[src/rtl/signature_table_lru_unit_assert.svh]
// assertion macros shared by the signature table rtl
`ifndef SIGNATURE_TABLE_LRU_UNIT_ASSERT_SVH
`define SIGNATURE_TABLE_LRU_UNIT_ASSERT_SVH

// same-cycle implication, disabled during reset
`define STL_ASSERT_IMPLY(label, clk, rst, ante, cons) \
   label: assert property (@(posedge clk) disable iff (rst) (ante) |-> (cons)) \
      else $error("signature table assertion failed");

// next-cycle implication, disabled during reset
`define STL_ASSERT_NEXT(label, clk, rst, ante, cons) \
   label: assert property (@(posedge clk) disable iff (rst) (ante) |=> (cons)) \
      else $error("signature table assertion failed");

`endif

[src/rtl/stl_pkg.sv]
// package with word types and default sizes of the signature table
`default_nettype none
package stl_pkg;

   localparam int SIG_W        = 64;
   localparam int DATA_W       = 64;
   localparam int WAY_IDX_W    = 3;
   localparam int SET_BITS_DEF = 6;
   localparam int WAYS_DEF     = 4;

   typedef enum logic {
      ACT_LOOKUP = 1'b0,
      ACT_FILL   = 1'b1
   } action_type;

   typedef struct packed {
      action_type         action;
      logic [SIG_W-1:0]   signature;
      logic [DATA_W-1:0]  fill_data;
   } req_type;

   typedef struct packed {
      logic                  hit;
      logic [WAY_IDX_W-1:0]  way_index;
   } rsp_type;

endpackage
`default_nettype wire

[src/rtl/stl_row_ram.sv]
// set row memory: one write port, one read port, registered read data
`default_nettype none
module stl_row_ram
   import stl_pkg::*;
#(
   parameter int ADDR_W = SET_BITS_DEF,
   parameter int ROW_W  = 8
) (
   input  wire logic              clock,
   input  wire logic              wr_en,
   input  wire logic [ADDR_W-1:0] wr_addr,
   input  wire logic [ROW_W-1:0]  wr_data,
   input  wire logic              rd_en,
   input  wire logic [ADDR_W-1:0] rd_addr,
   output logic      [ROW_W-1:0]  rd_data
);

   logic [ROW_W-1:0] mem [2**ADDR_W];
   logic [ROW_W-1:0] rd_data_ff;

   always_ff @(posedge clock) begin
      if (wr_en) begin
         mem[wr_addr] <= wr_data;
      end
      if (rd_en) begin
         rd_data_ff <= mem[rd_addr];
      end
   end

   assign rd_data = rd_data_ff;

endmodule
`default_nettype wire

[config.mk]
export PLATFORM = sky130hd
export DESIGN_NAME = stl_row_ram
export DESIGN_NICKNAME = d
export VERILOG_FILES = /design/src/rtl/signature_table_lru_unit_assert.svh /design/src/rtl/stl_pkg.sv /design/src/rtl/stl_row_ram.sv
export SDC_FILE = /design/constraint.sdc
export NUM_CORES = 1
export LEC_CHECK = 0
export ABC_CLOCK_PERIOD_IN_PS = 2400
export BUFFER_PORTS_ARGS = -buffer_cell sky130_fd_sc_hd__clkbuf_2
export CORE_ASPECT_RATIO = 0.6
export CORE_MARGIN = 1
export CORE_UTILIZATION = 40
export DETAILED_ROUTE_END_ITERATION = 7
export GPL_TIMING_DRIVEN = 0
export PLACE_DENSITY = 0.62
export SYNTH_ARGS = -nofsm -noshare
export SYNTH_HDL_FRONTEND = slang
export SYNTH_SLANG_ARGS = --single-unit
[constraint.sdc]
create_clock -name clock -period 2.4 [get_ports clock]
set_input_delay 0.12 -clock clock [delete_from_list [all_inputs] [get_ports clock]]
set_output_delay 0.12 -clock clock [all_outputs]
set_load 0.02 [all_outputs]
Yosys cells after proc, flatten, opt, wreduce, memory -nomap -nowiden
Memory sizes are Yosys's and may differ from the RTL's. A register that Yosys moved wholly into a read port is not among the register bits.
Cells that the tools add are included.
- flip-flop bits (word level): 0
- bits in latches: 0
- memory bits (writable): 512
- ROM bits: 0
- input bits: 23
- output and inout port bits: 8
- logic and storage cells: 3
- memories kept: 1
- memory list (name ; depth ; bits a word ; rd ports ; clocked after memory_dff ; write ports ; RTL line ; RTL):
    mem ; 64 ; 8 ; 1 ; 1 ; 1 ; stl_row_ram.sv:18 ; logic [ROW_W-1:0] mem [2**ADDR_W];
- $add $sub $neg: 0
- $mul: 0
- divide/modulo/power cells: 0
- order comparisons: 0
- eq/ne operators: 0
- shift-type cells: 0
- multiplexer cells: 2
- bitwise operators: 0
- reduce and logical (&&, ||, !) cells: 0
- operators by type and width (kind ; count):
    1-bit 2-to-1 mux ; 2

Longest topological paths before layout
Gate-level depths: netlist of the first run.
- word-level depth: 2
- mapped depth: 9
- depth with buffers taken out: 5

Worst setup path before layout of the first run
No wires, ideal clock.
- path kind: in2reg
- from: input port rd_addr[1]
- to: register rd_data_ff[3] (netlist: rd_data[3]), read port of mem, data pin
- library setup time: 0.266 ns
- arrival time: 1.660 ns
- required time: 2.134 ns
- slack: 0.474 ns
- stages on the path: 7
- buffers on the path: 3
- cells stage by stage: buf_4 buf_2 buf_2 mux4_2 mux4_2 o21ai_1 o41ai_1
- RTL lines (item ; RTL line ; RTL):
    start: declaration ; stl_row_ram.sv:14 ; input wire logic [ADDR_W-1:0] rd_addr,
    end: declaration ; stl_row_ram.sv:19 ; logic [ROW_W-1:0] rd_data_ff;

==> results.yml, run 1 <==
outcome:
  run_status: "completed"
clocking:
  cts_buffer_depth: 3
  clk_latency_ps: 560
  cts_root_buffer: "clkbuf_16"
  htree_levels: 2
  clkSlewWorstSetupHoldPaths_ps: 70
  cts_sinks: 520
  cts_setup_buffers: 0
  cts_tree: "done"
  cts_buffers: 47
global_route:
  grt_pass1_wl_um: 71880
  first_global_vias: 9810
  grt_max_degree: 65
  antenna_found_initial: 2
  grt_use_total_pct: 19.91
  gr-total-overflow: 0
final_layout:
  multiInputGateArea_sq_um: 4358
  area_delta_synth_final_pct: 13.38
  stdcell_count: 1710
  regArea_sq_um: 15620
  fill_cells: 4136
  utilization_pct: 46.23
  drive_gt1_share_pct: 26.72
  fin_nets: 1046
setup_path:
  critPathTopFamily: "buffers and inverters"
  crit_type: "in2reg"
  critPathSlowestCell: "o221ai_1"
  crit_path_start_kind: "primary input"
  cp.required_ps: 2690
  worstPathArrival_ps: 2580
  cp_max_fo: 10
  max_stage_delay_ps: 570
  crit_buf_inv: 4
  regToRegSetupSlack_ps: 210
  end_kind: "flop"
  path_cells: "buf_4 -> buf_2 -> buf_4 -> buf_2 -> nand3_2 -> o221ai_1 -> a21oi_1 -> o21ai_1 -> o41ai_1"
timing:
  skew_ps: 10.62
  finalCritPeriodShare_pct: 95.51
  rsz0062_at_grt: "false"
  hold_slack_ps: 52.39
  tightest_slew_ps: 1318
  finalCriticalPeriod_ps: 2292
  setup-violations-final: 0
  hold_viol_final: 0
  max_slew_margin_pct: 12.12
  drv_slew: 0
  fmax_mhz: 436.3
yosys:
  synth_compound_area_share_pct: 2.064
  synth-main-ff-cell: "edfxtp_1"
  avgSynthCellArea_sq_um: 21.54
  ys_ff_latch: 520
  ys_warn_count: 0
  async_reset_ff_share_pct: 0
  synth_cell_types: 39
  synthAdderAreaFrac_pct: 0
  ys_seq_area_share_pct: 77.12
  syn-instance-count: 940
  synthMuxAreaShare_pct: 15.88
  synth_top_family_by_area: "multiplexers"
  yosys.area_share.simple_pct: 3.374
  synth-xor-area-share_pct: 0
  synth_area_sq_um: 20250
  synth_edf_count: 520
  syn-num-nets: 963
power:
  power_density_nw_per_um2: 819.3
  clkPwrFrac_pct: 40.7
  pwr-share-comb_pct: 5.6
  power_frac_seq_pct: 53.6
  finalPower_uw: 18810
  switching_share_pct: 21.18
  p_switching_uw: 3984
  cellLeakagePower_uw: 0.007097
  peakVddDrop_mv: 0.4564
  intPower_uw: 14820
route:
  via_per_inst: 5.858
  wl_per_cell_um: 29.50
  drt_iter0_drc: 1309
  drc: 0
  drt_wl_total_um: 50440
  antenna_left: 0
  dr.pass1.iters: 6
  dr_total_vias: 10020
placed_design:
  dp_hpwl_um: 32830
  dp_cells: 1612
  port_buffers: 22
  gp_congestion: 0.8597
floorplan:
  initial_core_util_pct: 40.77
  coreArea_sq_um: 49660
  die_h_um: 176.3
  die-area_sq_um: 51550
  io_pins: 31
  die_x_um: 292.5
  rows: 63
min_path:
  hp-class: "in2reg"
run:
  maxCapViolCount: 0
logic make-up (layout without fill, tap and decap cells):
logic type      Yosys count  after routing
flops                   520            520
mux                     162            162
simple gates            153            153
compound gates           54             54
buf+inv                  51            170
other cells               0              1
stage by stage:
stage / setup slack, ps / setup TNS [ps] / area, sq um
finish: 107.9 / 0 / 22960
global route: 96.77 / 0 / 22950
CTS: 4.720 / 0 / 22740
detailed placement: -665.7 / -5791 / 21170
global placement: -598.9 / -4412 / 21170
floorplan: 473.7 / 0 / 20250
flip-flops by register name, indices dropped and copies added, names as in the netlist:
| signal | count |
|---|---|
| mem | 512 |
| rd_data | 8 |
power by group through the flow:
stage / clock network (uW) / logic (uW) / registers (uW)
3_5_place_dp: 0 / 1010 / 10300
6_report: 7660 / 1060 / 10100
4_1_cts: 7750 / 1020 / 10100
3_3_place_gp: 0 / 993 / 10300
5_1_grt: 8070 / 1120 / 10100
2_1_floorplan: 0 / 536 / 10300
cell usage in the layout, fill, tap and decap left out, types with 8 or more instances in the layout:
| cell | n |
|---|---|
| buf_12 | 9 |
| buf_2 | 17 |
| buf_4 | 13 |
| clkbuf_1 | 21 |
| clkbuf_16 | 49 |
| clkbuf_2 | 21 |
| clkinv_2 | 12 |
| edfxtp_1 | 520 |
| mux2_2 | 13 |
| mux2i_1 | 23 |
| mux4_2 | 126 |
| nand2_1 | 19 |
| nand3_1 | 12 |
| nor2_1 | 83 |
| nor2b_1 | 14 |
| o22ai_1 | 8 |
cell type report:
class                      count  share of cell area (%)
sequential                   520                   68.02
tap                          650                   3.543
timing repair buffer          34                   1.297
multi-input combinational    369                   18.98
buffer                        51                   1.406
clock buffer                  57                   5.472
clock inverter                28                   1.265
antenna                        1                 0.01090
cells in the mapped netlist, drive strengths merged, types with 3 or more instances:
cell type,number,area [sq um]
o21ai,4,20.02
nor2,83,311.6
nor2b,14,87.58
mux4,126,2838
mux2i,23,230.2
nand3,13,65.06
edfxtp,520,15610
buf,34,252.7
nand2b,7,43.79
nand2,19,71.32
a221oi,6,52.55
clkbuf,17,63.81
a21oi,3,15.01
nor3,7,35.03
nand3b,3,22.52
a211oi,4,30.03
mux2,13,146.4
o22ai,8,50.05
a22oi,3,22.52
o221ai,8,70.07
o2bb2ai,3,26.28
o2111ai,3,26.28
routing by layer:
metal  part of all wire [%]  vias to the layer above  global-route usage, %  wire length (um)
met2                     41                      509                  26.56             20660
met4                    1.6                        0                  4.079               807
met3                     12                       74                  6.005              6039
li1                       -                     4108                      -                 -
met1                     45                     5327                  31.82             22940
met5                      0                        -                      0                 0
worst register-to-register path: stages, from the launching register on:
cell	delay [ps]
edfxtp_1	370
mux4_2	470
nor2b_1	160
a2111oi_2	760
o41ai_1	160
final timing paths:
check                                          start                   end  cells after the start
worst max-delay path                      rd_addr[1]  rd_data[3]$_DFFE_PP_                      9
worst min-delay path                      wr_data[3]  mem[26][3]$_DFFE_PP_                      1
worst max register to register   mem[0][5]$_DFFE_PP_  rd_data[5]$_DFFE_PP_                      4
worst min register to register  mem[26][6]$_DFFE_PP_  rd_data[6]$_DFFE_PP_                      3
repair_timing:
item	CTS	global route
endpoints found under the setup margin	3	6
hold buffers	1	3
pin swaps	0	0
cloned	0	0
gates resized for setup	4	14
hold endpoints to repair	8	38
Note: power is estimated with default switching activity, not from simulation.
==> run 2, diff against run 1 <==
--- a/config.mk
+++ b/config.mk
@@ -7,12 +7,14 @@
 export LEC_CHECK = 0
 export ABC_CLOCK_PERIOD_IN_PS = 2400
 export BUFFER_PORTS_ARGS = -buffer_cell sky130_fd_sc_hd__clkbuf_2
+export CELL_PAD_IN_SITES_DETAIL_PLACEMENT = 1
+export CELL_PAD_IN_SITES_GLOBAL_PLACEMENT = 1
 export CORE_ASPECT_RATIO = 0.6
 export CORE_MARGIN = 1
 export CORE_UTILIZATION = 40
 export DETAILED_ROUTE_END_ITERATION = 7
 export GPL_TIMING_DRIVEN = 0
-export PLACE_DENSITY = 0.62
+export PLACE_DENSITY = 0.67
 export SYNTH_ARGS = -nofsm -noshare
 export SYNTH_HDL_FRONTEND = slang
 export SYNTH_SLANG_ARGS = --single-unit
==> run 2 against run 1 <==
Setup slack worse by 82 ps. Count of clock-buffer cells in the layout unchanged. Register-to-register slack about the same. Sequential cell count unchanged. Highest routed layer is now met5. Clock skew up 3.1 ps. Critical path depth down 2. Fmax down 3.5%. Cell count down 0.23%. Clock power down 6.1%. Combinational power about the same. Largest power group unchanged. Cell area down 0.67%.
==> results.yml, run 2 (synthesized netlist as in run 1, its figures left out) <==
floorplan:
  initial_core_util_pct: 40.77
  coreArea_sq_um: 49660
  io_pins: 31
  rows: 63
  die_x_um: 292.5
  die_h_um: 176.3
  die-area_sq_um: 51550
global_route:
  first_global_vias: 10140
  antenna_found_initial: 2
  gr-total-overflow: 0
  grt_max_degree: 65
  grt_use_total_pct: 21.17
  grt_pass1_wl_um: 75720
power:
  switching_share_pct: 22.22
  pwr-share-comb_pct: 5.9
  intPower_uw: 14280
  p_switching_uw: 4079
  power_density_nw_per_um2: 805.1
  cellLeakagePower_uw: 0.007010
  clkPwrFrac_pct: 39.2
  peakVddDrop_mv: 0.4716
  power_frac_seq_pct: 55.0
  finalPower_uw: 18360
setup_path:
  worstPathArrival_ps: 2660
  cp.required_ps: 2690
  end_kind: "flop"
  max_stage_delay_ps: 700
  crit_type: "in2reg"
  cp_max_fo: 10
  regToRegSetupSlack_ps: 200
  reg2reg_depth: 4
  critPathTopFamily: "buffers and inverters"
  cpMostUsedCell: "clkbuf_1"
  worst-path-stages: 7
  crit_buf_inv: 4
  crit_path_start_kind: "primary input"
  path_cells: "clkbuf_2 -> clkbuf_1 -> clkbuf_1 -> clkbuf_1 -> o2111ai_1 -> nand2_1 -> o2bb2ai_1"
  critPathSlowestCell: "clkbuf_1"
route:
  dr.pass1.iters: 5
  drt_wl_total_um: 53660
  drc: 0
  antenna_left: 0
  dr_total_vias: 10040
  route.met2.wl_um: 21870
  via_per_inst: 5.887
  wl_met3_um: 5403
  maxUsedRoutingLayer: "met5"
  drt_iter0_drc: 1399
  wl_met1_um: 25150
  wl_per_cell_um: 31.46
timing:
  rsz0062_at_grt: "true"
  fmax_mhz: 421.2
  finalCriticalPeriod_ps: 2374
  hold_slack_ps: 67.16
  finalCritPeriodShare_pct: 98.92
  finalSetupTns_ps: 0
  tightest_slew_ps: 1377
  drv_slew: 0
  hold_viol_final: 0
  setup-violations-final: 0
  max_slew_margin_pct: 8.229
  skew_ps: 13.69
final_layout:
  layout_common_cells: "edfxtp_1 (520), mux4_2 (126), nor2_1 (83)"
  fill_cells: 4549
  largest_register_ffs: 512
  largest_register: "mem"
  drive_gt1_share_pct: 26.04
  area_delta_synth_final_pct: 12.62
  n_antenna_cell: 0
  utilization_pct: 45.92
  layout_commonest_cell: "edfxtp_1"
  fin_nets: 1043
placed_design:
  gp_congestion: 0.8404
  port_buffers: 22
  dp_hpwl_um: 34700
clocking:
  clkSlewWorstSetupHoldPaths_ps: 60
  cts_root_buffer: "clkbuf_16"
  cts_buffers: 47
  clk_latency_ps: 560
  cts_buffer_depth: 3
  cts_tree: "done"
  cts_sinks: 520
  htree_levels: 2
  cts_setup_buffers: 0
min_path:
  hold-path-cell-count: 1
  hp-class: "in2reg"
run:
  maxCapViolCount: 0
outcome:
  run_status: "completed"
## run 2: path summary, 6_finish.rpt
check / from / to
max reg2reg: mem[0][5]$_DFFE_PP_ / rd_data[5]$_DFFE_PP_
max: rd_addr[4] / rd_data[1]$_DFFE_PP_
min: wr_data[0] / mem[36][0]$_DFFE_PP_
min reg2reg: mem[30][6]$_DFFE_PP_ / rd_data[6]$_DFFE_PP_
## run 2: worst register-to-register path, delay by kind of cell (launching register included)
family | cells | cell delay, ps
AOI/OAI and AO/OA | 2 | 940
DFF | 1 | 380
muxes | 1 | 470
and+or+nand+nor | 1 | 150
## run 2: power by group through the flow
stage | logic [uW] | clock network (uW) | registers, uW
floorplan | 536 | 0 | 10300
global placement | 1000 | 0 | 10300
detailed placement | 1030 | 0 | 10300
CTS | 1030 | 7270 | 10100
global route | 1130 | 7560 | 10100
finish | 1080 | 7190 | 10100
## run 2: metrics by stage
step                      area [sq um]  std cells  worst slack (ps)
final                            22800       1706             25.96
after global routing             22800       1706            -13.05
after CTS                        22600       1697            -90.40
after detailed placement         21170       1612            -756.0
after global placement           21170       1612            -622.9
after floorplan                  20250        940             473.7
## run 2: final cells by class
type | count | area [sq um] | area share (%)
Buffer | 50 | 314.1 | 1.377
Sequential cell | 520 | 15620 | 68.48
Tap cell | 650 | 813.3 | 3.567
Multi-Input combinational cell | 369 | 4374 | 19.18
Clock inverter | 28 | 158.9 | 0.6969
Clock buffer | 57 | 1256 | 5.509
Timing Repair Buffer | 32 | 270.3 | 1.185
## run 2: repair_timing
item | in CTS | in global routing
setup endpoints to repair | 7 | 6
hold buffers | 1 | 3
gates resized for setup | 3 | 8
hold endpoints to repair | 8 | 46
## run 2: routing by layer
layer / global-route usage (%) / vias to the layer above
met2: 28.64 / 430
met1: 33.05 / 5428
met5: 0 / -
met3: 6.697 / 86
met4: 4.887 / 2
li1: - / 4097
