==> src/rtl/signature_table_lru_unit_assert.svh <==
// assertion macros shared by the signature table rtl
`ifndef SIGNATURE_TABLE_LRU_UNIT_ASSERT_SVH
`define SIGNATURE_TABLE_LRU_UNIT_ASSERT_SVH

// same-cycle implication, disabled during reset
`define STL_ASSERT_IMPLY(label, clk, rst, ante, cons) \
   label: assert property (@(posedge clk) disable iff (rst) (ante) |-> (cons)) \
      else $error("signature table assertion failed");

// next-cycle implication, disabled during reset
`define STL_ASSERT_NEXT(label, clk, rst, ante, cons) \
   label: assert property (@(posedge clk) disable iff (rst) (ante) |=> (cons)) \
      else $error("signature table assertion failed");

`endif

==> src/rtl/stl_pkg.sv <==
// package with word types and default sizes of the signature table
`default_nettype none
package stl_pkg;

   localparam int SIG_W        = 64;
   localparam int DATA_W       = 64;
   localparam int WAY_IDX_W    = 3;
   localparam int SET_BITS_DEF = 6;
   localparam int WAYS_DEF     = 4;

   typedef enum logic {
      ACT_LOOKUP = 1'b0,
      ACT_FILL   = 1'b1
   } action_type;

   typedef struct packed {
      action_type         action;
      logic [SIG_W-1:0]   signature;
      logic [DATA_W-1:0]  fill_data;
   } req_type;

   typedef struct packed {
      logic                  hit;
      logic [WAY_IDX_W-1:0]  way_index;
   } rsp_type;

endpackage
`default_nettype wire

==> src/rtl/stl_set_update.sv <==
// tag compare, victim choice and lru age update for one set row
`default_nettype none
module stl_set_update
   import stl_pkg::*;
#(
   parameter int TAG_W = SIG_W - SET_BITS_DEF,
   parameter int WAYS  = WAYS_DEF
) (
   input  wire logic [WAYS*(TAG_W+$clog2(WAYS)+1)-1:0] row_in,
   input  wire logic [TAG_W-1:0]                        tag,
   input  wire logic                                    fill,
   output logic                                         hit,
   output logic [((($clog2(WAYS+1)) > WAY_IDX_W) ? $clog2(WAYS+1) : WAY_IDX_W)-1:0] way,
   output logic [WAYS*(TAG_W+$clog2(WAYS)+1)-1:0]       row_out
);

   localparam int IW = $clog2(WAYS);
   localparam int WW = ($clog2(WAYS+1) > WAY_IDX_W) ? $clog2(WAYS+1) : WAY_IDX_W;
   localparam int AGE_BASE = WAYS;
   localparam int TAG_BASE = WAYS + WAYS*IW;

   logic [WAYS-1:0]  valid_v;
   logic [IW-1:0]    age_a [WAYS];
   logic [TAG_W-1:0] tag_a [WAYS];
   logic [WAYS-1:0]  match_v;
   logic [IW-1:0]    hit_way;
   logic [IW-1:0]    inv_way;
   logic [IW-1:0]    old_way;
   logic [IW-1:0]    victim;
   logic [IW-1:0]    old_age;
   logic             do_alloc;

   // unpack row: valid bits, then ages, then tags
   always_comb begin
      for (int w = 0; w < WAYS; w++) begin
         valid_v[w] = row_in[w];
         age_a[w]   = row_in[AGE_BASE + w*IW +: IW];
         tag_a[w]   = row_in[TAG_BASE + w*TAG_W +: TAG_W];
      end
   end

   // parallel compare and first-of searches
   always_comb begin
      hit_way = '0;
      inv_way = '0;
      old_way = IW'(WAYS-1);
      for (int w = 0; w < WAYS; w++) begin
         match_v[w] = valid_v[w] && (tag_a[w] == tag);
      end
      for (int w = WAYS-1; w >= 0; w--) begin
         if (match_v[w]) begin
            hit_way = IW'(w);
         end
         if (!valid_v[w]) begin
            inv_way = IW'(w);
         end
         if (age_a[w] == IW'(WAYS-1)) begin
            old_way = IW'(w);
         end
      end
      victim  = (&valid_v) ? old_way : inv_way;
      old_age = age_a[victim];
   end

   assign hit      = |match_v;
   assign do_alloc = fill && !hit;

   always_comb begin
      if (hit) begin
         way = WW'(hit_way);
      end else if (fill) begin
         way = WW'(victim);
      end else begin
         way = WW'(WAYS);
      end
   end

   // new row: victim becomes youngest, younger ways age by one
   always_comb begin
      row_out = row_in;
      if (do_alloc) begin
         for (int w = 0; w < WAYS; w++) begin
            if (IW'(w) == victim) begin
               row_out[w]                          = 1'b1;
               row_out[AGE_BASE + w*IW +: IW]      = '0;
               row_out[TAG_BASE + w*TAG_W +: TAG_W] = tag;
            end else if (age_a[w] < old_age) begin
               row_out[AGE_BASE + w*IW +: IW] = age_a[w] + IW'(1);
            end
         end
      end
   end

endmodule
`default_nettype wire

==> config.mk <==
export PLATFORM = sky130hd
export DESIGN_NAME = stl_set_update
export DESIGN_NICKNAME = d
export VERILOG_FILES = /design/src/rtl/signature_table_lru_unit_assert.svh /design/src/rtl/stl_pkg.sv /design/src/rtl/stl_set_update.sv
export SDC_FILE = /design/constraint.sdc
export NUM_CORES = 1
export LEC_CHECK = 0
export BUFFER_PORTS_ARGS = -buffer_cell sky130_fd_sc_hd__buf_2
export CORE_AREA = 10 10 203 205
export DETAILED_ROUTE_END_ITERATION = 7
export DIE_AREA = 0 0 213 215
export PLACE_DENSITY = 0.4
export SETUP_SLACK_MARGIN = 0.5
export SYNTH_ARGS = -nofsm -noshare
export SYNTH_HDL_FRONTEND = slang
export SYNTH_SLANG_ARGS = --single-unit
==> constraint.sdc <==
create_clock -name vclk -period 2.9
set_input_delay 0 -clock vclk [all_inputs]
set_output_delay 0 -clock vclk [all_outputs]
set_load 0.1 [all_outputs]
## Yosys cells after proc, flatten, opt, wreduce, memory -nomap -nowiden

Index checks and enable logic that the tools add are counted.

| cells by class | value |
|---|---|
| add/sub/neg operators | 4 |
| reductions and logical operators | 9 |
| multiplexer cells | 34 |
| equality and inequality tests | 10 |
| order comparisons | 5 |
| bitwise operators | 1 |

Operator list:

| operator | count |
|---|---|
| $mux 244 | 1 |
| $eq 58x58->1 | 4 |
| $mux 58 | 4 |
| $mux 2 | 21 |
| $add 2x1->2 const B | 4 |
| $lt 2x2->1 | 4 |
| $eq 2x2->1 const B | 3 |
| $mux 3 | 2 |
| $logic_and 1x1->1 | 5 |
| $mux 1 | 5 |
| $bmux 2 s2 | 1 |
| $eq 2x2->1 const A | 2 |
| $reduce_and 4->1 | 1 |
| $reduce_or 4->1 | 1 |
| $ge 3x3->1 const B | 1 |
| $not 2->3 | 1 |
| $eq 1x2->1 const A | 1 |
| $logic_not 2->1 | 1 |
| $logic_not 1->1 | 1 |

| storage, ports and cells | value |
|---|---|
| input bits | 303 |
| output and inout bits | 248 |
| register bits after elaboration | 0 |
| word-level logic and storage cells | 63 |

## Longest topological paths before layout

Gate-level depths: netlist (run 1).

| logic depth | value |
|---|---|
| depth after elaboration | 13 |
| gate-level depth with buffers | 10 |

## Least setup slack after synthesis (run 1)

No wires, ideal clock.

| timing path | value |
|---|---|
| path kind | input to output |
| start | input tag[27] |
| end | output row_out[0] |
| path slack | -700 ps |
| data arrival time | 3600 ps |
| cell stages on the path | 9 |
| data required time | 2900 ps |
| cells stage by stage | buf_2 inv_1 o2111ai_1 a2111oi_0 and3_1 o2bb2ai_2 nor2_1 inv_1 o21ai_0 |

| between the ends | value |
|---|---|
| longest elaborated chain between the ends | 6 |

Ends and longest elaborated chain:

| element | RTL line | text |
|---|---|---|
| from (decl) | stl_set_update.sv:10 | `input wire logic [TAG_W-1:0] tag,` |
| $eq 58x58->1 | stl_set_update.sv:48 | `match_v[w] = valid_v[w] && (tag_a[w] == tag);` |
| $logic_and 1x1->1 | stl_set_update.sv:48 |  |
| $reduce_or 4->1 * | stl_set_update.sv:65 | `assign hit = \|match_v;` |
| via hit | stl_set_update.sv:12 | `output logic hit,` |
| $logic_not 1->1 * | stl_set_update.sv:66 | `assign do_alloc = fill && !hit;` |
| $logic_and 1x1->1 * | stl_set_update.sv:66 |  |
| $mux 244 * | stl_set_update.sv:81 | `if (do_alloc) begin` |
| to (decl) | stl_set_update.sv:14 | `output logic [WAYS*(TAG_W+$clog2(WAYS)+1)-1:0] row_out` |

Mark *: on every way through the listed nets, which the timed path passes. The rest lies on a longest branch.

## Worst setup path after layout (run 1)

| timing path | value |
|---|---|
| start | input tag[29] |
| end | output row_out[212] |

| between the ends | value |
|---|---|
| longest elaborated chain between the ends | 6 |

Ends and longest elaborated chain:

| element | RTL line |
|---|---|
| $eq 58x58->1 | stl_set_update.sv:48 |
| $logic_and 1x1->1 | stl_set_update.sv:48 |
| $reduce_or 4->1 * | stl_set_update.sv:65 |
| $logic_not 1->1 * | stl_set_update.sv:66 |
| $logic_and 1x1->1 * | stl_set_update.sv:66 |
| $mux 244 * | stl_set_update.sv:81 |

Every way passes the cells marked *; elsewhere a longest branch is shown, timed or not.

==> qor.json, run 1 <==
{
  "final_cell_mix": "sky130_fd_sc_hd__buf_2, sky130_fd_sc_hd__buf_12, sky130_fd_sc_hd__mux2_4",
  "max_freq_mhz": 365.5,
  "drive_gt1_share_pct": 71.16,
  "std_cell_rows": 71,
  "postSynthNetCount": 1078,
  "slowest_stage": "sky130_fd_sc_hd__or3_4",
  "die_y_um": 215,
  "synth.avg_cell_area_um2": 8.744,
  "flops_and_latches": 0,
  "grt_pass1_vias": 9510,
  "vias_per_cell": 4.821,
  "area.growth.synth_to_final_pct": 131.5,
  "crit_path_start_kind": "input pin",
  "route.antenna.remaining_nets": 0,
  "timing.critical_path.cells": "buf_2 > xor2_1 > nor4_2 > nand4_1 > or3_4 > o22ai_4 > nor3_4 > nand3_4 > buf_6 > buf_12 > buf_12 > mux2_4 > buf_12",
  "number_of_clock_buffers_in_the_layout": 0,
  "timing_worst_slew_pin_value_ps": 581.8,
  "timing.max_cap.violations": 0,
  "place.port_buffers": 551,
  "dr_wl_met2_um": 29160,
  "routed-via-count": 8885,
  "overall_power_mw": 5.035,
  "worst_ep_arrival_time_ps": 2740,
  "hpwlAfterDp_um": 47900,
  "timing.critical_path.max_delay_family": "simple AND/OR/NAND/NOR gates",
  "cell_count_after_synthesis": 772,
  "worst_path_class_setup": "input pin to output pin",
  "critical_path.max_fanout": 8,
  "dieArea_um2": 45800,
  "grt_antenna_before_repair": 8,
  "critical_path_buf_inv_count": 5,
  "min_period_over_period_pct": 94.34,
  "finalCriticalPeriod_ps": 2736,
  "route.final.wire_length_um": 57380,
  "met3_wirelength_um": 4253,
  "grt_setup_unrepaired": "true",
  "outcome": "finished, final reports clean",
  "placed_cells_incl_taps": 1801,
  "synth.yosys.seq_area_share_pct": 0,
  "worst_path_largest_cell_delay_ps": 450,
  "synth_warnings": 0,
  "drt_drc_violations_left": 0,
  "nNetsFinal": 1674,
  "grt_max_degree": 28,
  "layoutNonFillerInstCount": 1843,
  "max_slew_margin_pct": 61.22,
  "leading_cell_type_in_the_layout_fill_and_taps_excluded": "sky130_fd_sc_hd__buf_2",
  "leakagePower_nw": 7.342,
  "power_per_cell_area_nw_per_um2": 322.3,
  "crit_required_ps": 2900,
  "min_path_type": "input pin to output pin",
  "wl_cell_um": 31.14,
  "placeableCoreArea_um2": 37220,
  "synth_top_area_cell": "sky130_fd_sc_hd__xnor2_1",
  "timing_max_transition_violations_final": 0,
  "total_setup_violations_reported_at_the_end_of_the_flow": 0,
  "yosysTopAreaCellShare_pct": 20.76,
  "vdd_ir_drop_max_v": 0.0002429,
  "wl_met1_um": 22440,
  "cts.hold.buffers_added": 0,
  "initial_core_util_pct": 18.14,
  "globalRouteOverflowTotal": 0,
  "io_pins": 551,
  "syn_area_um2": 6750,
  "drt_initial_violations": 528,
  "gr-usage-all-layers_pct": 22.88,
  "n_fill_cell": 3601,
  "timing_hold_violations_final": 0,
  "top_layer": "met5",
  "synth_cell_type_count": 56,
  "die_x_um": 213,
  "gp_congestion": 0.8615,
  "area.sequential_um2": 0,
  "type_of_destination_of_the_critical_path": "output pin",
  "synth_top_cells_by_area": "sky130_fd_sc_hd__xnor2_1, sky130_fd_sc_hd__mux2_1, sky130_fd_sc_hd__mux2_4, sky130_fd_sc_hd__mux2_2, sky130_fd_sc_hd__buf_2",
  "global_route_wire_length_before_repair_um": 74970,
  "drtPass1Iterations": 5,
  "critical-path-top-cell-by-count": "sky130_fd_sc_hd__buf_12",
  "post_route_utilization_pct": 41.97
}
==> cells in the mapped netlist (all sizes together), types with 7 or more instances <==
cell	count
buf	83
nand2	15
nor4	20
nand3	14
xnor2	160
inv	36
mux2	227
nand4	39
nor2b	24
o2111ai	8
nand2b	31
xor2	24
o22ai	7
==> worst min-delay path, stage by stage <==
cell	delay (ps)
sky130_fd_sc_hd__buf_2	90
sky130_fd_sc_hd__mux2_4	150
sky130_fd_sc_hd__buf_12	160
==> stage by stage <==
step	TNS, ps	setup slack, ps	cell area [um^2]	hold slack [ps]
6_report	0	164.3	15620	409.0
5_1_grt	0	74.68	15620	410.0
4_1_cts	0	137.3	14450	409.9
3_5_place_dp	-55160	-359.9	13230	417.3
3_3_place_gp	-46260	-328.8	13230	411.8
2_1_floorplan	0	141.2	6830	101.9
==> kinds of logic after synthesis <==
logic type      Yosys count  synth area share [%]
mux                     233                 41.93
xor+xnor                184                 23.87
simple gates            165                 15.09
buf+inv                 119                 10.14
compound gates           68                 8.415
fa+ha+maj                 3                0.5561
==> final cells by class <==
| type | count | area, um^2 | share of cell area, % |
|---|---|---|---|
| Timing Repair Buffer | 677 | 7934 | 50.78 |
| Multi-Input combinational cell | 653 | 6947 | 44.46 |
| Tap cell | 474 | 593.1 | 3.796 |
| Inverter | 36 | 142.6 | 0.9130 |
| Antenna cell | 3 | 7.507 | 0.04805 |
==> report_power, final <==
group / internal (mW) / leakage (nW) / switching (mW) / total (mW)
Clock: 0.000000139 / 0.0000190 / 0 / 0.000000139
Sequential: 0 / 0 / 0 / 0
Combinational: 1.90 / 7.34 / 3.13 / 5.04
==> metal layers <==
layer  global-route usage [%]  vias up
met4                    3.642        8
met3                    5.414       67
met5                        0        -
met1                    26.34     4424
li1                         -     3960
met2                    42.13      426
==> final timing paths <==
| path | from | to | slack (ps) | cells after the start |
|---|---|---|---|---|
| min | row_in[83] | row_out[83] | 410 | 3 |
| max | tag[29] | row_out[212] | 160 | 13 |
==> timing repair <==
action / in CTS / in global routing
cloned: 6 / 8
endpoints found under the setup margin: 248 / 246
setup buffers: 17 / 8
pin swaps: 16 / 10
resized for setup: 221 / 220
Note: power is estimated with default switching activity, not from simulation.
==> run 2: changes to the inputs <==
MAX_ROUTING_LAYER = met4   (was not set)
PLACE_DENSITY = not set   (was 0.4)
PLACE_DENSITY_LB_ADDON = 0.3   (was not set)
RECOVER_POWER = 100   (was not set)
==> run 2 against run 1 <==
Against the previous run: cell area shrank 3.5%; critical path depth shrank 1; wire length increased by 6.2%; global-route usage up 1.3 points; via count rose by 4.2%; worst setup slack got worse by 76 ps; sequential share of layout area unchanged; first-iteration DRC count is 1.1% higher; core utilization is 1.5 points lower; combinational power is 4.4% lower; count of clock-buffer cells in the layout did not move.
==> qor.json, run 2 (synthesis gave the netlist of run 1 again) <==
{
  "outcome": "finished, final reports clean",
  "timing_max_transition_violations_final": {"value": 0, "change": "unchanged"},
  "max_slew_margin": {"value": 47.77, "unit": "%", "change": "-13 points"},
  "routed-via-count": {"value": 9255, "change": "+4.2%"},
  "min_period_over_period": {"value": 96.96, "unit": "%", "change": "+2.6 points"},
  "die_x": {"value": 213, "unit": "um", "change": "unchanged"},
  "placed_cell_area": {"value": 13290, "unit": "um^2", "change": "+0.45%"},
  "crit_required": {"value": 2900, "unit": "ps", "change": "about the same"},
  "stdcell_area": {"value": 15070, "unit": "um^2", "change": "-3.5%"},
  "gr-usage-all-layers": {"value": 24.23, "unit": "%", "change": "+1.3 points"},
  "total_setup_violations_reported_at_the_end_of_the_flow": {"value": 0, "change": "unchanged"},
  "nNetsFinal": {"value": 1702, "change": "+1.7%"},
  "vias_per_cell": {"value": 4.947, "change": "+2.6%"},
  "route.final.wire_length": {"value": 60920, "unit": "um", "change": "+6.2%"},
  "grt_max_degree": {"value": 29, "change": "+3.6%"},
  "std_cell_rows": {"value": 71, "change": "unchanged"},
  "drt_drc_violations_left": {"value": 0, "change": "unchanged"},
  "drtPass1Iterations": {"value": 5, "change": "unchanged"},
  "power_per_cell_area": {"value": 319.8, "unit": "nW/um^2", "change": "-0.76%"},
  "vdd_ir_drop_max": {"value": 0.0002517, "unit": "V", "change": "+3.6%"},
  "drive_gt1_share": {"value": 72.67, "unit": "%", "change": "+1.5 points"},
  "final_cell_mix": "sky130_fd_sc_hd__buf_2, sky130_fd_sc_hd__mux2_4, sky130_fd_sc_hd__xnor2_1",
  "finalCriticalPeriod": {"value": 2812, "unit": "ps", "change": "+76.00 ps"},
  "max_freq": {"value": 355.7, "unit": "MHz", "change": "-2.7%"},
  "route.antenna.remaining_nets": {"value": 0, "change": "unchanged"},
  "cts.hold.buffers_added": {"value": 0, "change": "unchanged"},
  "crit_path_start_kind": "input pin",
  "grt_pass1_vias": {"value": 9592, "change": "+0.86%"},
  "worst_ep_arrival_time": {"value": 2810, "unit": "ps", "change": "+70 ps"},
  "grt_antenna_before_repair": {"value": 4, "change": "-4"},
  "grt_setup_unrepaired": "true",
  "place.port_buffers": {"value": 551, "change": "unchanged"},
  "timing_hold_violations_final": {"value": 0, "change": "unchanged"},
  "leading_cell_type_in_the_layout_fill_and_taps_excluded": "sky130_fd_sc_hd__buf_2",
  "flops_and_latches": {"value": 0, "change": "unchanged"},
  "global_route_wire_length_before_repair": {"value": 76580, "unit": "um", "change": "+2.1%"},
  "hpwlAfterDp": {"value": 48310, "unit": "um", "change": "+0.85%"},
  "gp_congestion": {"value": 0.9361, "change": "+8.7%"},
  "worst_slack": {"value": 88.27, "unit": "ps", "change": "-76.00 ps"},
  "io_pins": {"value": 551, "change": "unchanged"},
  "area.growth.synth_to_final_pct": 123.3,
  "timing.max_cap.violations": {"value": 0, "change": "unchanged"},
  "dieArea": {"value": 45800, "unit": "um^2", "change": "unchanged"},
  "wl_cell": {"value": 32.56, "unit": "um", "change": "+4.6%"},
  "placeableCoreArea": {"value": 37220, "unit": "um^2", "change": "unchanged"},
  "initial_core_util": {"value": 18.14, "unit": "%", "change": "unchanged"},
  "post-place-ws": {"value": -404.0, "unit": "ps", "change": "-44.12 ps"},
  "number_of_clock_buffers_in_the_layout": {"value": 0, "change": "unchanged"},
  "worst_path_class_setup": "input pin to output pin",
  "leakagePower": {"value": 7.307, "unit": "nW", "change": "-0.48%"},
  "type_of_destination_of_the_critical_path": "output pin",
  "min_path_type": "input pin to output pin",
  "die_y": {"value": 215, "unit": "um", "change": "unchanged"},
  "critical_path.max_fanout": {"value": 7, "change": "-1"},
  "globalRouteOverflowTotal": {"value": 0, "change": "unchanged"},
  "timing_worst_slew_pin_value": {"value": 775.3, "unit": "ps", "change": "+193.6 ps"},
  "drt_initial_violations": {"value": 534, "change": "+1.1%"},
  "area.sequential": {"value": 0, "unit": "um^2", "change": "unchanged"}
}
## run 2: path summary, 6_finish.rpt
| check | from | endpoint | slack, ps | depth (start not counted) |
|---|---|---|---|---|
| setup / recovery | row_in[61] | row_out[218] | 90 | 12 |
| hold / removal | fill | way[2] | 410 | 3 |
## run 2: repair_timing
item | 4_1_cts | 5_1_grt
pin swaps | 22 | 19
setup endpoints to repair | 248 | 246
resized for setup | 324 | 234
gates cloned | 12 | 16
buffers inserted | 21 | 19
## run 2: worst max-delay path, stage by stage
cell and delay [ps]:
sky130_fd_sc_hd__buf_2 120, sky130_fd_sc_hd__xnor2_1 230, sky130_fd_sc_hd__nand4_1 350, sky130_fd_sc_hd__nor4_4 440, sky130_fd_sc_hd__and3_2 320, sky130_fd_sc_hd__o2bb2ai_4 150, sky130_fd_sc_hd__nor3_4 110, sky130_fd_sc_hd__nand3_4 180
sky130_fd_sc_hd__buf_12 130, sky130_fd_sc_hd__buf_4 240, sky130_fd_sc_hd__mux2_4 340, sky130_fd_sc_hd__buf_8 180
## run 2: per-layer routing
metal	routed length (um)	GRT usage (%)	up-vias
li1	-	-	4018
met1	24990	28.61	4667
met2	30400	42.28	498
met3	4007	4.162	72
met4	1523	4.475	0
met5	0	-	-
## run 2: stage by stage
stage | hold WS, ps | setup TNS [ps] | utilization (%) | total power [mW] | std cells
floorplan | 101.9 | 0 | - | 2.851 | 772
global placement | 406.2 | -81160 | 35.70 | 4.540 | 1800
detailed placement | 413.0 | -80190 | 35.70 | 4.549 | 1800
CTS | 410.5 | 0 | 40.63 | 4.928 | 1833
global route | 423.9 | 0 | 40.49 | 4.947 | 1871
finish | 408.1 | 0 | 40.49 | 4.820 | 1871
## run 2: area by class of cell
cell class | count | area [um^2]
antenna | 3 | 7.507
fill | 3699 | 22150
inverter | 36 | 142.6
multi-input combinational | 653 | 7316
tap | 474 | 593.1
timing repair buffer | 705 | 7012
## run 2: power by group
part            total (mW)  switching [mW]  internal, mW
combinational         4.82            3.14          1.68
clock          0.000000138               0   0.000000138
sequential               0               0             0
==> run 3: changes to the inputs <==
--- a/config.mk
+++ b/config.mk
@@ -13,5 +13,5 @@
 export PLACE_DENSITY_LB_ADDON = 0.3
 export RECOVER_POWER = 100
-export SETUP_SLACK_MARGIN = 0.5
+export SETUP_SLACK_MARGIN = 0.4
 export SYNTH_ARGS = -nofsm -noshare
 export SYNTH_HDL_FRONTEND = slang
==> constraint.sdc (replaced) <==
create_clock -name vclk -period 2.9
set_input_delay 0.58 -clock vclk [all_inputs]
set_output_delay 0.58 -clock vclk [all_outputs]
set_load 0.1 [all_outputs]
==> run 3 against run 2 <==
Against the previous run: the flow now finishes with violations (negative setup slack); global-route usage up 1.3 points; worst setup slack got worse by 1200 ps; die area unchanged; combinational power rose by 13%; via count increased by 4.6%; wire length is 0.23% higher; sequential cell count unchanged; critical path depth increased by 4; fmax fell by 29%; non-clock buffer count is 198 higher; hold slack improved by 1200 ps; critical endpoint is now row_out[35]; largest cell class is now buffers; highest routed layer unchanged.
==> qor.json, run 3 (synthesis gave the netlist of run 1 again) <==
{
  "drive_gt1_share": {"value": 75.50, "unit": "%", "change": "+2.8 points"},
  "failed_checks": "negative setup slack",
  "hpwlAfterDp": {"value": 51040, "unit": "um", "change": "+5.7%"},
  "area.growth.synth_to_final_pct": 171.6,
  "drtPass1Iterations": {"value": 6, "change": "+1"},
  "max_freq": {"value": 250.8, "unit": "MHz", "change": "-29%"},
  "total_setup_violations_reported_at_the_end_of_the_flow": {"value": 248, "change": "+248"},
  "flops_and_latches": {"value": 0, "change": "unchanged"},
  "placed_cell_area": {"value": 15850, "unit": "um^2", "change": "+19%"},
  "leading_cell_type_in_the_layout_fill_and_taps_excluded": "sky130_fd_sc_hd__buf_2",
  "timing_worst_slew_pin_value": {"value": 543.2, "unit": "ps", "change": "-232.2 ps"},
  "number_of_clock_buffers_in_the_layout": {"value": 0, "change": "unchanged"},
  "critical_path.endpoint": "row_out[35]",
  "critical_path_buf_inv_count": {"value": 8, "change": "+4"},
  "io_pins": {"value": 551, "change": "unchanged"},
  "drt_drc_violations_left": {"value": 0, "change": "unchanged"},
  "crit_path_start_kind": "input pin",
  "grt_antenna_before_repair": {"value": 5, "change": "+1"},
  "gr-usage-all-layers": {"value": 25.53, "unit": "%", "change": "+1.3 points"},
  "max_slew_margin": {"value": 63.53, "unit": "%", "change": "+16 points"},
  "post_route_utilization": {"value": 49.26, "unit": "%", "change": "+8.8 points"},
  "place.port_buffers": {"value": 551, "change": "unchanged"},
  "worst_ep_arrival_time": {"value": 3410, "unit": "ps", "change": "+600 ps"},
  "critical-path-top-cell-by-count": "sky130_fd_sc_hd__buf_4",
  "timing.critical_path.max_delay_family": "buffers and inverters",
  "post-place-ws": {"value": -1421, "unit": "ps", "change": "-1017 ps"},
  "std_cell_rows": {"value": 71, "change": "unchanged"},
  "crit_required": {"value": 2320, "unit": "ps", "change": "-580 ps"},
  "final_cell_mix": "sky130_fd_sc_hd__buf_2, sky130_fd_sc_hd__buf_12, sky130_fd_sc_hd__buf_4",
  "routed-via-count": {"value": 9677, "change": "+4.6%"},
  "timing.critical_path.cells": "buf_4 > buf_4 > xnor2_2 > nand4_1 > nor4_4 > buf_4 > nand4_1 > o2bb2ai_4 > nor3_4 > buf_6 > nand3b_4 > buf_12 > buf_8 > clkbuf_16 > mux2_4 > buf_12",
  "cts.hold.buffers_added": {"value": 0, "change": "unchanged"},
  "outcome": "finished with violations",
  "type_of_destination_of_the_critical_path": "output pin",
  "cp-startpoint": "tag[12]",
  "leakagePower": {"value": 9.085, "unit": "nW", "change": "+24%"},
  "vdd_ir_drop_max": {"value": 0.0002385, "unit": "V", "change": "-5.3%"},
  "worst_slack": {"value": -1088, "unit": "ps", "change": "-1176 ps"},
  "min_path_type": "input pin to output pin",
  "timing.critical_path.depth": {"value": 16, "change": "+4"},
  "timing.max_cap.violations": {"value": 0, "change": "unchanged"},
  "nNetsFinal": {"value": 1900, "change": "+12%"},
  "vias_per_cell": {"value": 4.668, "change": "-5.6%"},
  "area.sequential": {"value": 0, "unit": "um^2", "change": "unchanged"},
  "die_x": {"value": 213, "unit": "um", "change": "unchanged"},
  "grt_setup_unrepaired": "true",
  "route.antenna.remaining_nets": {"value": 0, "change": "unchanged"},
  "grt_pass1_vias": {"value": 10600, "change": "+11%"},
  "finalSetupTns": {"value": -247360, "unit": "ps", "change": "-247,360 ps"},
  "global_route_wire_length_before_repair": {"value": 81810, "unit": "um", "change": "+6.8%"},
  "timing_max_transition_violations_final": {"value": 0, "change": "unchanged"},
  "die_y": {"value": 215, "unit": "um", "change": "unchanged"},
  "grt_max_degree": {"value": 31, "change": "+6.9%"},
  "critical_path.max_fanout": {"value": 5, "change": "-2"},
  "gp_congestion": {"value": 0.9519, "change": "+1.7%"},
  "worst_path_largest_cell_delay": {"value": 310, "unit": "ps", "change": "-130 ps"},
  "min_period_over_period": {"value": 137.5, "unit": "%", "change": "+41 points"},
  "route.final.wire_length": {"value": 61060, "unit": "um", "change": "+0.23%"},
  "globalRouteOverflowTotal": {"value": 0, "change": "unchanged"},
  "worst_path_class_setup": "input pin to output pin",
  "drt_initial_violations": {"value": 438, "change": "-18%"},
  "initial_core_util": {"value": 18.14, "unit": "%", "change": "unchanged"},
  "slowest_stage": "sky130_fd_sc_hd__nor4_4",
  "wl_cell": {"value": 29.46, "unit": "um", "change": "-9.5%"},
  "dieArea": {"value": 45800, "unit": "um^2", "change": "unchanged"},
  "timing_hold_violations_final": {"value": 0, "change": "unchanged"},
  "stdcell_area": {"value": 18340, "unit": "um^2", "change": "+22%"},
  "min_path_cells": {"value": 3, "change": "unchanged"},
  "placeableCoreArea": {"value": 37220, "unit": "um^2", "change": "unchanged"},
  "power_per_cell_area": {"value": 298.4, "unit": "nW/um^2", "change": "-6.7%"},
  "finalCriticalPeriod": {"value": 3988, "unit": "ps", "change": "+1176 ps"}
}
==> run 3: cell count changes in the layout (fill, tap and decap cells not counted), moves of 12 or more <==
cell and change:
sky130_fd_sc_hd__buf_12 +187, sky130_fd_sc_hd__buf_4 +111, sky130_fd_sc_hd__buf_8 -50, sky130_fd_sc_hd__buf_6 -45, sky130_fd_sc_hd__mux2_4 +29, sky130_fd_sc_hd__clkbuf_4 -20, sky130_fd_sc_hd__buf_2 +18, sky130_fd_sc_hd__mux2_2 -17
sky130_fd_sc_hd__mux2_1 -12
==> run 3: repair_timing <==
item / 4_1_cts / 5_1_grt
gates cloned: 14 / 7
gates resized for setup: 231 / 77
buffers inserted: 50 / 10
pin swaps: 20 / 21
setup endpoints to repair: 248 / 248
==> run 3: worst min-delay path, cell delays in order <==
cell and delay, ps:
sky130_fd_sc_hd__buf_2 90, sky130_fd_sc_hd__mux2_4 150, sky130_fd_sc_hd__buf_12 160
==> run 3: metal layers <==
metal / global-route usage, % / part of all wire, % / vias to the layer above
li1: - / - / 4429
met1: 29.42 / 41 / 4757
met2: 44.44 / 50 / 429
met3: 4.541 / 6.2 / 62
met4: 6.713 / 2.9 / 0
met5: - / 0 / -
==> run 3: final cells by class <==
type / instances / area [um^2]
Timing Repair Buffer: 903 / 10350
Antenna cell: 7 / 17.52
Inverter: 36 / 138.9
Fill cell: 3331 / 18890
Multi-Input combinational cell: 653 / 7234
Tap cell: 474 / 593.1
==> run 3: how the worst min path moves through the flow <==
stage / slack [ps] / from / to
global placement: 1570 / row_in[41] / row_out[41]
floorplan: 1260 / fill / way[2]
CTS: 1570 / row_in[81] / row_out[81]
detailed placement: 1570 / row_in[41] / row_out[41]
global route: 1570 / row_in[239] / row_out[239]
finish: 1570 / row_in[81] / row_out[81]
==> run 3: power by group <==
group           total [mW]  internal, mW  leakage, nW  switching (mW)
Clock          0.000000324   0.000000324    0.0000444               0
Combinational         5.47          2.23         9.09            3.24
Sequential               0             0            0               0
Total                 5.47          2.23         9.09            3.24
==> run 3: stage by stage <==
step / power [mW] / std cells / hold WS, ps
after floorplan: 3.040 / 772 / 1262
after global placement: 5.027 / 1985 / 1566
after detailed placement: 5.049 / 1985 / 1570
after CTS: 5.382 / 2049 / 1572
after global routing: 5.616 / 2071 / 1572
final: 5.472 / 2073 / 1571
